===== src/rtl/core/tpcb_pkg.sv =====
package tpcb_pkg;

  localparam int MAX_WIDTH  = 512;
  localparam int MAX_HEIGHT = 512;
  localparam int MAX_LINE   = 4096;

  localparam int DEPTH = MAX_WIDTH * MAX_HEIGHT;
  localparam int AW    = $clog2(DEPTH);
  localparam int LLW   = $clog2(MAX_LINE);
  localparam int TLW   = 13;

  localparam logic [10:0] COORD_SAT = 11'd2047;

  // Input commands.
  localparam logic [1:0] CMD_BYTE = 2'd0;
  localparam logic [1:0] CMD_END  = 2'd1;
  localparam logic [1:0] CMD_READ = 2'd2;

  // Result kinds.
  localparam logic [1:0] KIND_SIZE = 2'd0;
  localparam logic [1:0] KIND_PIX  = 2'd1;
  localparam logic [1:0] KIND_DROP = 2'd2;

  // Configuration register indexes.
  localparam logic [7:0] REG_FRAME_WIDTH     = 8'd0;
  localparam logic [7:0] REG_FRAME_HEIGHT    = 8'd1;
  localparam logic [7:0] REG_REPORTED_WIDTH  = 8'd2;
  localparam logic [7:0] REG_REPORTED_HEIGHT = 8'd3;

  // Operations handed from the parser to the frame store.
  localparam logic [2:0] OP_NONE  = 3'd0;
  localparam logic [2:0] OP_SIZE  = 3'd1;
  localparam logic [2:0] OP_DROP  = 3'd2;
  localparam logic [2:0] OP_WRITE = 3'd3;
  localparam logic [2:0] OP_READ  = 3'd4;

  typedef struct packed {
    logic [2:0]    kind;
    logic [AW-1:0] addr;
    logic          hit;
    logic [7:0]    r;
    logic [7:0]    g;
    logic [7:0]    b;
    logic [7:0]    a;
  } op_t;

endpackage


===== src/rtl/core/tpcb_parser.sv =====
module tpcb_parser (
  input  logic              clk,
  input  logic              rst,
  input  logic              accept,
  input  logic [1:0]        cmd,
  input  logic [7:0]        data_byte,
  input  logic [8:0]        read_x,
  input  logic [8:0]        read_y,
  input  logic [9:0]        frame_width,
  input  logic [9:0]        frame_height,
  output tpcb_pkg::op_t     op
);
  import tpcb_pkg::*;

  localparam logic [3:0] PH_HEAD   = 4'd0;
  localparam logic [3:0] PH_XFIRST = 4'd1;
  localparam logic [3:0] PH_XMORE  = 4'd2;
  localparam logic [3:0] PH_YDIG   = 4'd3;
  localparam logic [3:0] PH_THEX   = 4'd4;
  localparam logic [3:0] PH_TREST  = 4'd5;
  localparam logic [3:0] PH_TDONE  = 4'd6;
  localparam logic [3:0] PH_SHORT  = 4'd7;
  localparam logic [3:0] PH_IGNORE = 4'd8;

  localparam logic [2:0] PM_NONE = 3'd0;
  localparam logic [2:0] PM_S    = 3'd1;
  localparam logic [2:0] PM_SI   = 3'd2;
  localparam logic [2:0] PM_SIZ  = 3'd3;
  localparam logic [2:0] PM_SIZE = 3'd4;
  localparam logic [2:0] PM_P    = 3'd5;
  localparam logic [2:0] PM_PX   = 3'd6;

  localparam logic [7:0] CH_NUL   = 8'h00;
  localparam logic [7:0] CH_LF    = 8'h0a;
  localparam logic [7:0] CH_SPACE = 8'h20;
  localparam logic [7:0] CH_S     = 8'h53;
  localparam logic [7:0] CH_I     = 8'h49;
  localparam logic [7:0] CH_Z     = 8'h5a;
  localparam logic [7:0] CH_E     = 8'h45;
  localparam logic [7:0] CH_P     = 8'h50;
  localparam logic [7:0] CH_X     = 8'h58;

  localparam logic [LLW-1:0] LL_MAX = LLW'(MAX_LINE - 1);

  logic [3:0]     phase;
  logic [2:0]     prefix;
  logic [10:0]    coord_x;
  logic [10:0]    coord_y;
  logic [31:0]    color;
  logic [TLW-1:0] tail_len;
  logic [LLW-1:0] line_len;
  logic           dropped;

  logic [3:0]     ph_next;
  logic [2:0]     pm_next;
  logic [10:0]    cx_next;
  logic [10:0]    cy_next;
  logic [31:0]    cv_next;
  logic [TLW-1:0] tl_next;
  logic           feed_en;
  logic           fin_en;
  logic           fin_drop;
  logic           px_ok;
  logic           wr_hit;
  logic           size_hit;
  logic           digit;
  logic [4:0]     hv;
  logic [7:0]     pr, pg, pb, pa;

  function automatic logic [10:0] dec_acc(input logic [10:0] v, input logic [7:0] c);
    logic [15:0] n;
    n = 16'(v) * 16'd10 + 16'(c[3:0]);
    return (n > 16'(COORD_SAT)) ? COORD_SAT : n[10:0];
  endfunction

  // Bit 4 marks a valid hex digit.
  function automatic logic [4:0] hex_val(input logic [7:0] c);
    logic [4:0] h;
    h = 5'd0;
    if (c >= 8'h30 && c <= 8'h39) h = {1'b1, c[3:0]};
    else if ((c >= 8'h61 && c <= 8'h66) || (c >= 8'h41 && c <= 8'h46))
      h = {1'b1, c[3:0] + 4'd9};
    return h;
  endfunction

  always_comb begin
    ph_next  = phase;
    pm_next  = prefix;
    cx_next  = coord_x;
    cy_next  = coord_y;
    cv_next  = color;
    tl_next  = tail_len;
    size_hit = 1'b0;
    digit    = data_byte >= 8'h30 && data_byte <= 8'h39;
    hv       = hex_val(data_byte);
    feed_en  = cmd == CMD_BYTE && !dropped && line_len < LL_MAX;
    if (feed_en) begin
      case (phase)
        PH_HEAD: begin
          if (prefix == PM_NONE && data_byte == CH_S) pm_next = PM_S;
          else if (prefix == PM_S && data_byte == CH_I) pm_next = PM_SI;
          else if (prefix == PM_SI && data_byte == CH_Z) pm_next = PM_SIZ;
          else if (prefix == PM_SIZ && data_byte == CH_E) pm_next = PM_SIZE;
          else if (prefix == PM_SIZE && data_byte == CH_LF) begin
            ph_next  = PH_IGNORE;
            size_hit = 1'b1;
          end
          else if (prefix == PM_NONE && data_byte == CH_P) pm_next = PM_P;
          else if (prefix == PM_P && data_byte == CH_X) pm_next = PM_PX;
          else if (prefix == PM_PX && data_byte == CH_SPACE) ph_next = PH_XFIRST;
          else ph_next = PH_IGNORE;
        end
        PH_XFIRST: begin
          if (digit) begin
            cx_next = {7'd0, data_byte[3:0]};
            ph_next = PH_XMORE;
          end else if (data_byte == CH_NUL) begin
            ph_next = PH_SHORT;
          end else begin
            // An empty x run: this character opens the tail directly.
            tl_next = TLW'(1);
            ph_next = PH_THEX;
          end
        end
        PH_XMORE: begin
          if (digit) cx_next = dec_acc(coord_x, data_byte);
          else if (data_byte == CH_NUL) ph_next = PH_SHORT;
          else ph_next = PH_YDIG;
        end
        PH_YDIG: begin
          if (digit) cy_next = dec_acc(coord_y, data_byte);
          else if (data_byte == CH_NUL) ph_next = PH_SHORT;
          else begin
            tl_next = TLW'(1);
            ph_next = PH_THEX;
          end
        end
        PH_THEX: begin
          if (data_byte == CH_NUL) ph_next = PH_TDONE;
          else begin
            tl_next = tail_len + TLW'(1);
            if (hv[4]) cv_next = {color[27:0], hv[3:0]};
            else ph_next = PH_TREST;
          end
        end
        PH_TREST: begin
          if (data_byte == CH_NUL) ph_next = PH_TDONE;
          else tl_next = tail_len + TLW'(1);
        end
        default: begin
        end
      endcase
    end

    fin_en = !dropped && ((cmd == CMD_BYTE && data_byte == CH_LF) ||
                          (cmd == CMD_END && line_len != '0));
    fin_drop = 1'b0;
    px_ok    = 1'b0;
    pr = 8'd0; pg = 8'd0; pb = 8'd0; pa = 8'd0;
    if (fin_en) begin
      if (ph_next == PH_HEAD || ph_next == PH_IGNORE) begin
        fin_drop = 1'b0;
      end else if (ph_next < PH_THEX || ph_next == PH_SHORT) begin
        fin_drop = 1'b1;
      end else if (tl_next == TLW'(8)) begin
        pr = cv_next[23:16]; pg = cv_next[15:8]; pb = cv_next[7:0]; pa = 8'hff;
        px_ok = 1'b1;
      end else if (tl_next == TLW'(10)) begin
        pr = cv_next[31:24]; pg = cv_next[23:16]; pb = cv_next[15:8]; pa = cv_next[7:0];
        px_ok = 1'b1;
      end else begin
        fin_drop = 1'b1;
      end
    end
    wr_hit = px_ok && (cx_next < {1'b0, frame_width}) && (cy_next < {1'b0, frame_height}) &&
             ({2'd0, cx_next} < 13'(MAX_WIDTH)) && ({2'd0, cy_next} < 13'(MAX_HEIGHT));

    op.r = pr; op.g = pg; op.b = pb; op.a = pa;
    op.kind = OP_NONE;
    op.hit  = 1'b0;
    op.addr = AW'(32'(cy_next) * 32'(MAX_WIDTH) + 32'(cx_next));
    case (cmd)
      CMD_READ: begin
        op.kind = OP_READ;
        op.hit  = (32'(read_x) < 32'(MAX_WIDTH)) && (32'(read_y) < 32'(MAX_HEIGHT));
        op.addr = op.hit ? AW'(32'(read_y) * 32'(MAX_WIDTH) + 32'(read_x)) : '0;
      end
      CMD_END, CMD_BYTE: begin
        if (fin_drop) op.kind = OP_DROP;
        else if (wr_hit) op.kind = OP_WRITE;
        else if (size_hit) op.kind = OP_SIZE;
      end
      default: op.kind = OP_NONE;
    endcase
  end

  always_ff @(posedge clk) begin
    if (rst) begin
      phase    <= PH_HEAD;
      prefix   <= PM_NONE;
      coord_x  <= '0;
      coord_y  <= '0;
      color    <= '0;
      tail_len <= '0;
      line_len <= '0;
      dropped  <= 1'b0;
    end else if (accept) begin
      if (cmd == CMD_END || (cmd == CMD_BYTE && !dropped && data_byte == CH_LF)) begin
        phase    <= PH_HEAD;
        prefix   <= PM_NONE;
        coord_x  <= '0;
        coord_y  <= '0;
        color    <= '0;
        tail_len <= '0;
        line_len <= '0;
        dropped  <= (cmd == CMD_BYTE) && fin_drop;
      end else if (cmd == CMD_BYTE && !dropped) begin
        phase    <= ph_next;
        prefix   <= pm_next;
        coord_x  <= cx_next;
        coord_y  <= cy_next;
        color    <= cv_next;
        tail_len <= tl_next;
        line_len <= line_len + LLW'(feed_en);
      end
    end
  end

endmodule


===== config.mk =====
export PLATFORM = sky130hd
export DESIGN_NAME = tpcb_parser
export DESIGN_NICKNAME = d
export VERILOG_FILES = /design/src/rtl/core/tpcb_pkg.sv /design/src/rtl/core/tpcb_parser.sv
export SDC_FILE = /design/constraint.sdc
export NUM_CORES = 1
export LEC_CHECK = 0
export BUFFER_PORTS_ARGS = -buffer_cell sky130_fd_sc_hd__buf_2
export CAP_MARGIN = 20
export CORE_MARGIN = 2
export CORE_UTILIZATION = 31
export CTS_CLUSTER_SIZE = 24
export DETAILED_ROUTE_END_ITERATION = 16
export SLEW_MARGIN = 10
export SYNTH_ARGS = -nofsm -noshare
export SYNTH_HDL_FRONTEND = slang
export SYNTH_SLANG_ARGS = --single-unit

===== constraint.sdc =====
create_clock -name clk -period 7.7 [get_ports clk]
set_input_delay 0 -clock clk [delete_from_list [all_inputs] [get_ports clk]]
set_output_delay 0 -clock clk [all_outputs]
set_load 0.005 [all_outputs]

==> metrics.cfg, run 1 <==
[critical_path]
startpoint_type = register
worst_r2r_path_depth = 13
crit_chain = ha_1, ha_1, fa_1, a211oi_1, nor4_1, a2111oi_0, nor4_1, mux2i_1, nand4b_1, o22a_1, ha_1, a21o_1, a21o_1, a21o_1, a21oi_1, nor2b_1, o21ai_0, nand3_1, nor3_1, o2111ai_1, o2bb2ai_1, buf_2
path_delay_family = compound AO/OA/AOI/OAI gates
cp_max_fo = 7
crit_type = reg2out
cp-startpoint = coord_y[3]
cp.depth = 22
cpPeakStageDelay_ps = 590
cp.arrival_ps = 6120
timing.rr.end = coord_x[2]
critical_path_required_ps = 7700
r2r_start = coord_x[1]
cp-endpoint = op[52]
endpoint_kind = output port
r2r_setup_slack_ps = 3360
crit_buf_inv = 1
crit_slowest_cell = a2111oi_0

[floorplanning]
core-area_um2 = 25800
fp-row-count = 59
ios = 105
die_y_um = 166
die_w_um = 166
die_area_um2 = 27400
initial_core_util = 0.314

[route]
via_per_inst = 5.59
via_count = 8325
drt_iter0_markers = 588
drc = 0
ant_nets = 0
first_pass_iters = 5
wl_um = 24500
wl_per_cell_um = 16.5

[yosys]
ys_types = 90
synthTopCellsByArea = dfxtp_1 22%, ha_1 11%, nor2_1 7.3%, a22oi_1 5.4%, a21oi_1 4.7%
synth_area_um2 = 8100
ys_ff_latch = 87
syn_nets = 1208
synth_edf_count = 0
yosys_most_used_dff = dfxtp_1
synth_warnings = 0
yosysTopAreaCell = dfxtp_1
synthArstFlopShare = 0
synth-seq-area-share = 0.215
synth_top_area_share = 0.215
syn-mean-instance-area_um2 = 7.49
synthCells = 1081

[place]
hpwl_um = 18300
placement.io_buffers = 104
gp_congestion = 0.896
dp.cells = 1472

[sta]
hold_viol = 0
setup_viol = 0
max_freq_ghz = 0.163
tightest_slew_ps = 1140
slew_headroom = 0.241
finalSetupTns_ps = 0
finalHoldWorstSlack_ps = 49.4
timing.final.max_slew_violations = 0
finalCritPeriodShare = 0.795
rsz0062_at_grt = no
period_minus_slack_ps = 6120
clock_skew_ps = 5.24

[grt]
grt_pass1_vias = 7908
antenna_found_initial = 0
grt_start_max_net_pins = 77
grt_pass1_wl_um = 41100
grtUsageTotal = 0.179
gr-total-overflow = 0

[power]
ir_worst_vdd_mv = 0.104
p_comb_frac = 0.090
finalPower_mw = 0.992
clock_power_share = 0.455
switching_power_mw = 0.253
swShare = 0.255
p_seq_frac = 0.454
intPower_mw = 0.739
p_per_area_nw_per_um2 = 108
p_leak_nw = 3.99

[run_status]
status = finished, final reports clean

[finish]
n_antenna_cell = 0
nNetsFinal = 1275
stdcell_count = 1488
seq_area_um2 = 1740
fillers = 2750
fin_util = 0.356
multi_input_area_um2 = 5960
area_growth_pct = 13.4
drive_gt1_frac = 0.154

[clock_network]
cts-root-buf = clkbuf_16
ctsResizeCount = 0
cts_setup_buffers = 0
cts_buffer_depth = 2
postCtsHoldBufs = 0
clkSlewWorstSetupHoldPaths_ps = 70
cts_tree = yes
h-tree-depth = 3
clock_latency_ps = 350
cts_buffers = 9
numClockSinks = 87

[flow_run]
cap_violations = 0

[worst_hold_path]
min_path_type = in2reg

final cells by class:
type	count	share of cell area
repair buffers	116	0.0665
clock buffers	10	0.0260
inverters	43	0.0176
clock inverters	6	0.00654
well taps	335	0.0456
flip-flops and latches	87	0.190
multi-input cells	891	0.648
power groups by stage:
stage	logic [mW]	registers, mW	clock network, mW
global route	0.0993	0.450	0.480
global placement	0.0891	0.461	0
CTS	0.0896	0.450	0.461
floorplan	0.0490	0.460	0
finish	0.0897	0.451	0.452
detailed placement	0.0890	0.461	0
sequential cells by signal, summed over array words and instances, names as in the netlist:
signal    flops
coord_x      11
line_len     12
coord_y      11
tail_len     13
phase         4
dropped       1
prefix        3
color        32
per-stage QoR:
step / cell area [um^2] / setup slack (ps)
after floorplan: 8100 / 3030
after global placement: 8890 / 2060
after detailed placement: 8890 / 2040
after CTS: 9190 / 1600
after global routing: 9190 / 967
final: 9190 / 1580
cell usage in the layout, fill, tap and decap left out, types with 14 or more instances in the layout:
cell      instances
a21oi_1          76
nand2_1          97
inv_1            41
a21o_1           21
dfxtp_1          87
xnor2_1          16
mux2i_1          14
nand4_1          15
buf_2           104
nor2_1          156
nand3_1          36
a211oi_1         20
a22oi_1          58
ha_1             71
nor3_1           22
o21ai_0          44
xor2_1           20
synth_stat cells, types with 7 or more instances:
| cell | instances |
|---|---|
| dfxtp_1 | 87 |
| nor2_1 | 157 |
| a21o_1 | 21 |
| nor4_1 | 13 |
| nor3_1 | 23 |
| xnor2_1 | 16 |
| a211oi_1 | 20 |
| xor2_1 | 20 |
| inv_1 | 41 |
| mux2_2 | 13 |
| clkbuf_1 | 47 |
| a21oi_1 | 76 |
| o21ai_0 | 45 |
| a311oi_1 | 7 |
| nand2_1 | 97 |
| ha_1 | 71 |
| nand4_1 | 15 |
| nand3_1 | 36 |
| buf_2 | 7 |
| a31oi_1 | 13 |
| mux2i_1 | 14 |
| nand2b_1 | 12 |
| and3_1 | 11 |
| o211ai_1 | 7 |
| a22o_1 | 8 |
| a22oi_1 | 58 |
| nor2b_1 | 9 |
tightest hold or removal path, delay by kind of cell:
family / cells / cell delay, ps
simple gates: 2 / 170
buf+inv: 1 / 130
compound gates: 1 / 60
cells by family (layout without fill, tap and decap cells):
logic type | after synthesis | after routing | synth area share
AOI/OAI and AO/OA | 328 | 328 | 0.282
adders and majority gates | 76 | 76 | 0.122
DFF | 87 | 87 | 0.215
and+or+nand+nor | 424 | 424 | 0.256
xor gates and xnor gates | 36 | 36 | 0.0389
buffers and inverters | 103 | 175 | 0.0507
muxes | 27 | 27 | 0.0354
metal layers:
metal  part of all wire  up-vias  global-route usage
li1                   -     4140                   -
met1               0.48     3929               0.254
met2               0.45      231               0.285
met3              0.043       25              0.0191
met4              0.018        0              0.0533
met5                  0        -                   0
worst min path at each step:
stage	from	to	slack, ps	cells past startpoint
floorplan	read_y[2]	op[44]	130	2
global placement	read_x[0]	op[33]	290	3
detailed placement	read_x[6]	op[39]	290	3
CTS	accept	dropped	40	4
global route	accept	dropped	110	4
finish	accept	dropped	50	4
Note: power is estimated with default switching activity, not from simulation.
==> inputs of run 2 (changes only) <==
==> constraint.sdc (replaced) <==
create_clock -name clk -period 5.9 [get_ports clk]
set_input_delay 0 -clock clk [delete_from_list [all_inputs] [get_ports clk]]
set_output_delay 0 -clock clk [all_outputs]
set_load 0.005 [all_outputs]
==> metrics.cfg, run 2 (same netlist as run 1, synthesis figures left out) <==
[clock_network]
h-tree-depth = 3
cts_buffers = 9
cts_tree = yes
clkSlewWorstSetupHoldPaths_ps = 70
cts-root-buf = clkbuf_16
numClockSinks = 87
postCtsHoldBufs = 0
clock_latency_ps = 350
cts_buffer_depth = 2

[grt]
gr-total-overflow = 0
use_met2 = 0.297
grt_pass1_vias = 7914
grtUsageTotal = 0.179
grt_start_max_net_pins = 77
antenna_found_initial = 0
met1_usage = 0.247
grt_pass1_wl_um = 41100
gr-usage-met3 = 0.0191
busiest_layer = met2

[finish]
stdcell_count = 1494
n_antenna_cell = 0
fillers = 2737
largest-register = color
top_regs = color x32, tail_len x13, line_len x12
drive_gt1_frac = 0.163
fin_util = 0.358
layout_commonest_cell = nor2_1
nNetsFinal = 1281
largest_reg_flops = 32
layout_common_cells = 156 x nor2_1, 104 x buf_2, 97 x nand2_1, 86 x dfxtp_1, 76 x a21oi_1
area_growth_pct = 14.3

[place]
gp_congestion = 0.891
dp.cells = 1474
hpwl_um = 18300
placement.io_buffers = 104

[power]
finalPower_mw = 1.30
p_leak_nw = 4.01
switching_power_mw = 0.339
p_comb_frac = 0.090
swShare = 0.262
clock_power_share = 0.456
ir_worst_vdd_mv = 0.115
intPower_mw = 0.956
p_per_area_nw_per_um2 = 140
p_seq_frac = 0.454

[critical_path]
cpPeakStageDelay_ps = 440
critical_path_required_ps = 5900
crit_type = reg2out
endpoint_kind = output port
startpoint_type = register
r2r_setup_slack_ps = 1810
crit_chain = ha_1, ha_1, fa_1, a211oi_2, buf_4, nor2_1, xnor2_1, nor4_2, mux2i_1, nand4b_1, o22a_1, ha_1, a21o_1, a21o_1, a21o_1, a21oi_1, nor2b_1, o21ai_1, nand3_1, nor3_1, o2111ai_2, o2bb2ai_1, buf_2
r2r_start = coord_x[1]
cp-startpoint = coord_y[1]
cp_max_fo = 5
cp.arrival_ps = 5540
crit_slowest_cell = fa_1

[flow_run]
cap_violations = 0

[sta]
slew_headroom = 0.307
finalHoldWorstSlack_ps = 62.2
period_minus_slack_ps = 5540
finalSetupTns_ps = 0
finalCritPeriodShare = 0.939
timing.final.max_slew_violations = 0
tightest_slew_ps = 1040
max_freq_ghz = 0.180
hold_viol = 0
clock_skew_ps = 3.67
rsz0062_at_grt = no
setup_viol = 0

[route]
via_count = 8292
via_per_inst = 5.55
drc = 0
wl_per_cell_um = 16.5
drt_iter0_markers = 666
wl_um = 24700
ant_nets = 0
first_pass_iters = 5

[floorplanning]
die_w_um = 166
initial_core_util = 0.314
ios = 105
core-area_um2 = 25800
die_area_um2 = 27400
fp-row-count = 59
die_y_um = 166

[worst_hold_path]
hold_start = accept
min_path_type = in2reg

[run_status]
status = finished, final reports clean

run 2: cell type report:
cell class              instances  area, um^2  area share
clock buffers                   9         225      0.0243
flip-flops and latches         87        1740       0.188
well taps                     335         419      0.0453
clock inverters                 7        72.6     0.00784
inverters                      43         161      0.0174
repair buffers                122         656      0.0708
multi-input cells             891        5980       0.646
run 2: critical path: cells and delay by family (launching register included):
kind / cells / cell delay (ps)
adders and majority gates: 4 / 1260
and+or+nand+nor: 6 / 1030
buffers and inverters: 2 / 290
muxes: 1 / 150
xor gates and xnor gates: 1 / 180
DFF: 1 / 420
AOI/OAI and AO/OA: 9 / 1830
run 2: worst paths after layout:
| check | endpoint | cells past startpoint |
|---|---|---|
| min reg2reg | line_len[0] | 2 |
| max reg2reg | coord_x[0] | 15 |
| min | dropped | 4 |
| max | op[52] | 23 |
run 2: power groups by stage:
stage / logic (mW) / clock network [mW] / registers [mW]
2_1_floorplan: 0.0640 / 0 / 0.601
3_3_place_gp: 0.116 / 0 / 0.601
3_5_place_dp: 0.116 / 0 / 0.601
4_1_cts: 0.117 / 0.604 / 0.588
5_1_grt: 0.129 / 0.627 / 0.588
6_report: 0.117 / 0.591 / 0.588
run 2: per-layer routing:
layer	part of all wire	routed length [um]	up-vias
met5	0	0	-
met4	0.012	298	0
met3	0.041	1020	20
met2	0.46	11400	212
met1	0.48	12000	3898
li1	-	-	4162
run 2: repair_timing:
| item | CTS | global route |
|---|---|---|
| setup buffers | 1 | 3 |
| resized for setup | 2 | 6 |
| pin swaps | 0 | 2 |
| gates cloned | 0 | 0 |
| endpoints found under the hold margin | 0 | 0 |
| setup endpoints to repair | 2 | 3 |
run 2: through the flow:
stage / area (um^2) / worst slack (ps)
3_5_place_dp: 8900 / 212
5_1_grt: 9260 / 18.0
3_3_place_gp: 8900 / 419
2_1_floorplan: 8100 / 1230
6_report: 9260 / 359
4_1_cts: 9220 / 98.4
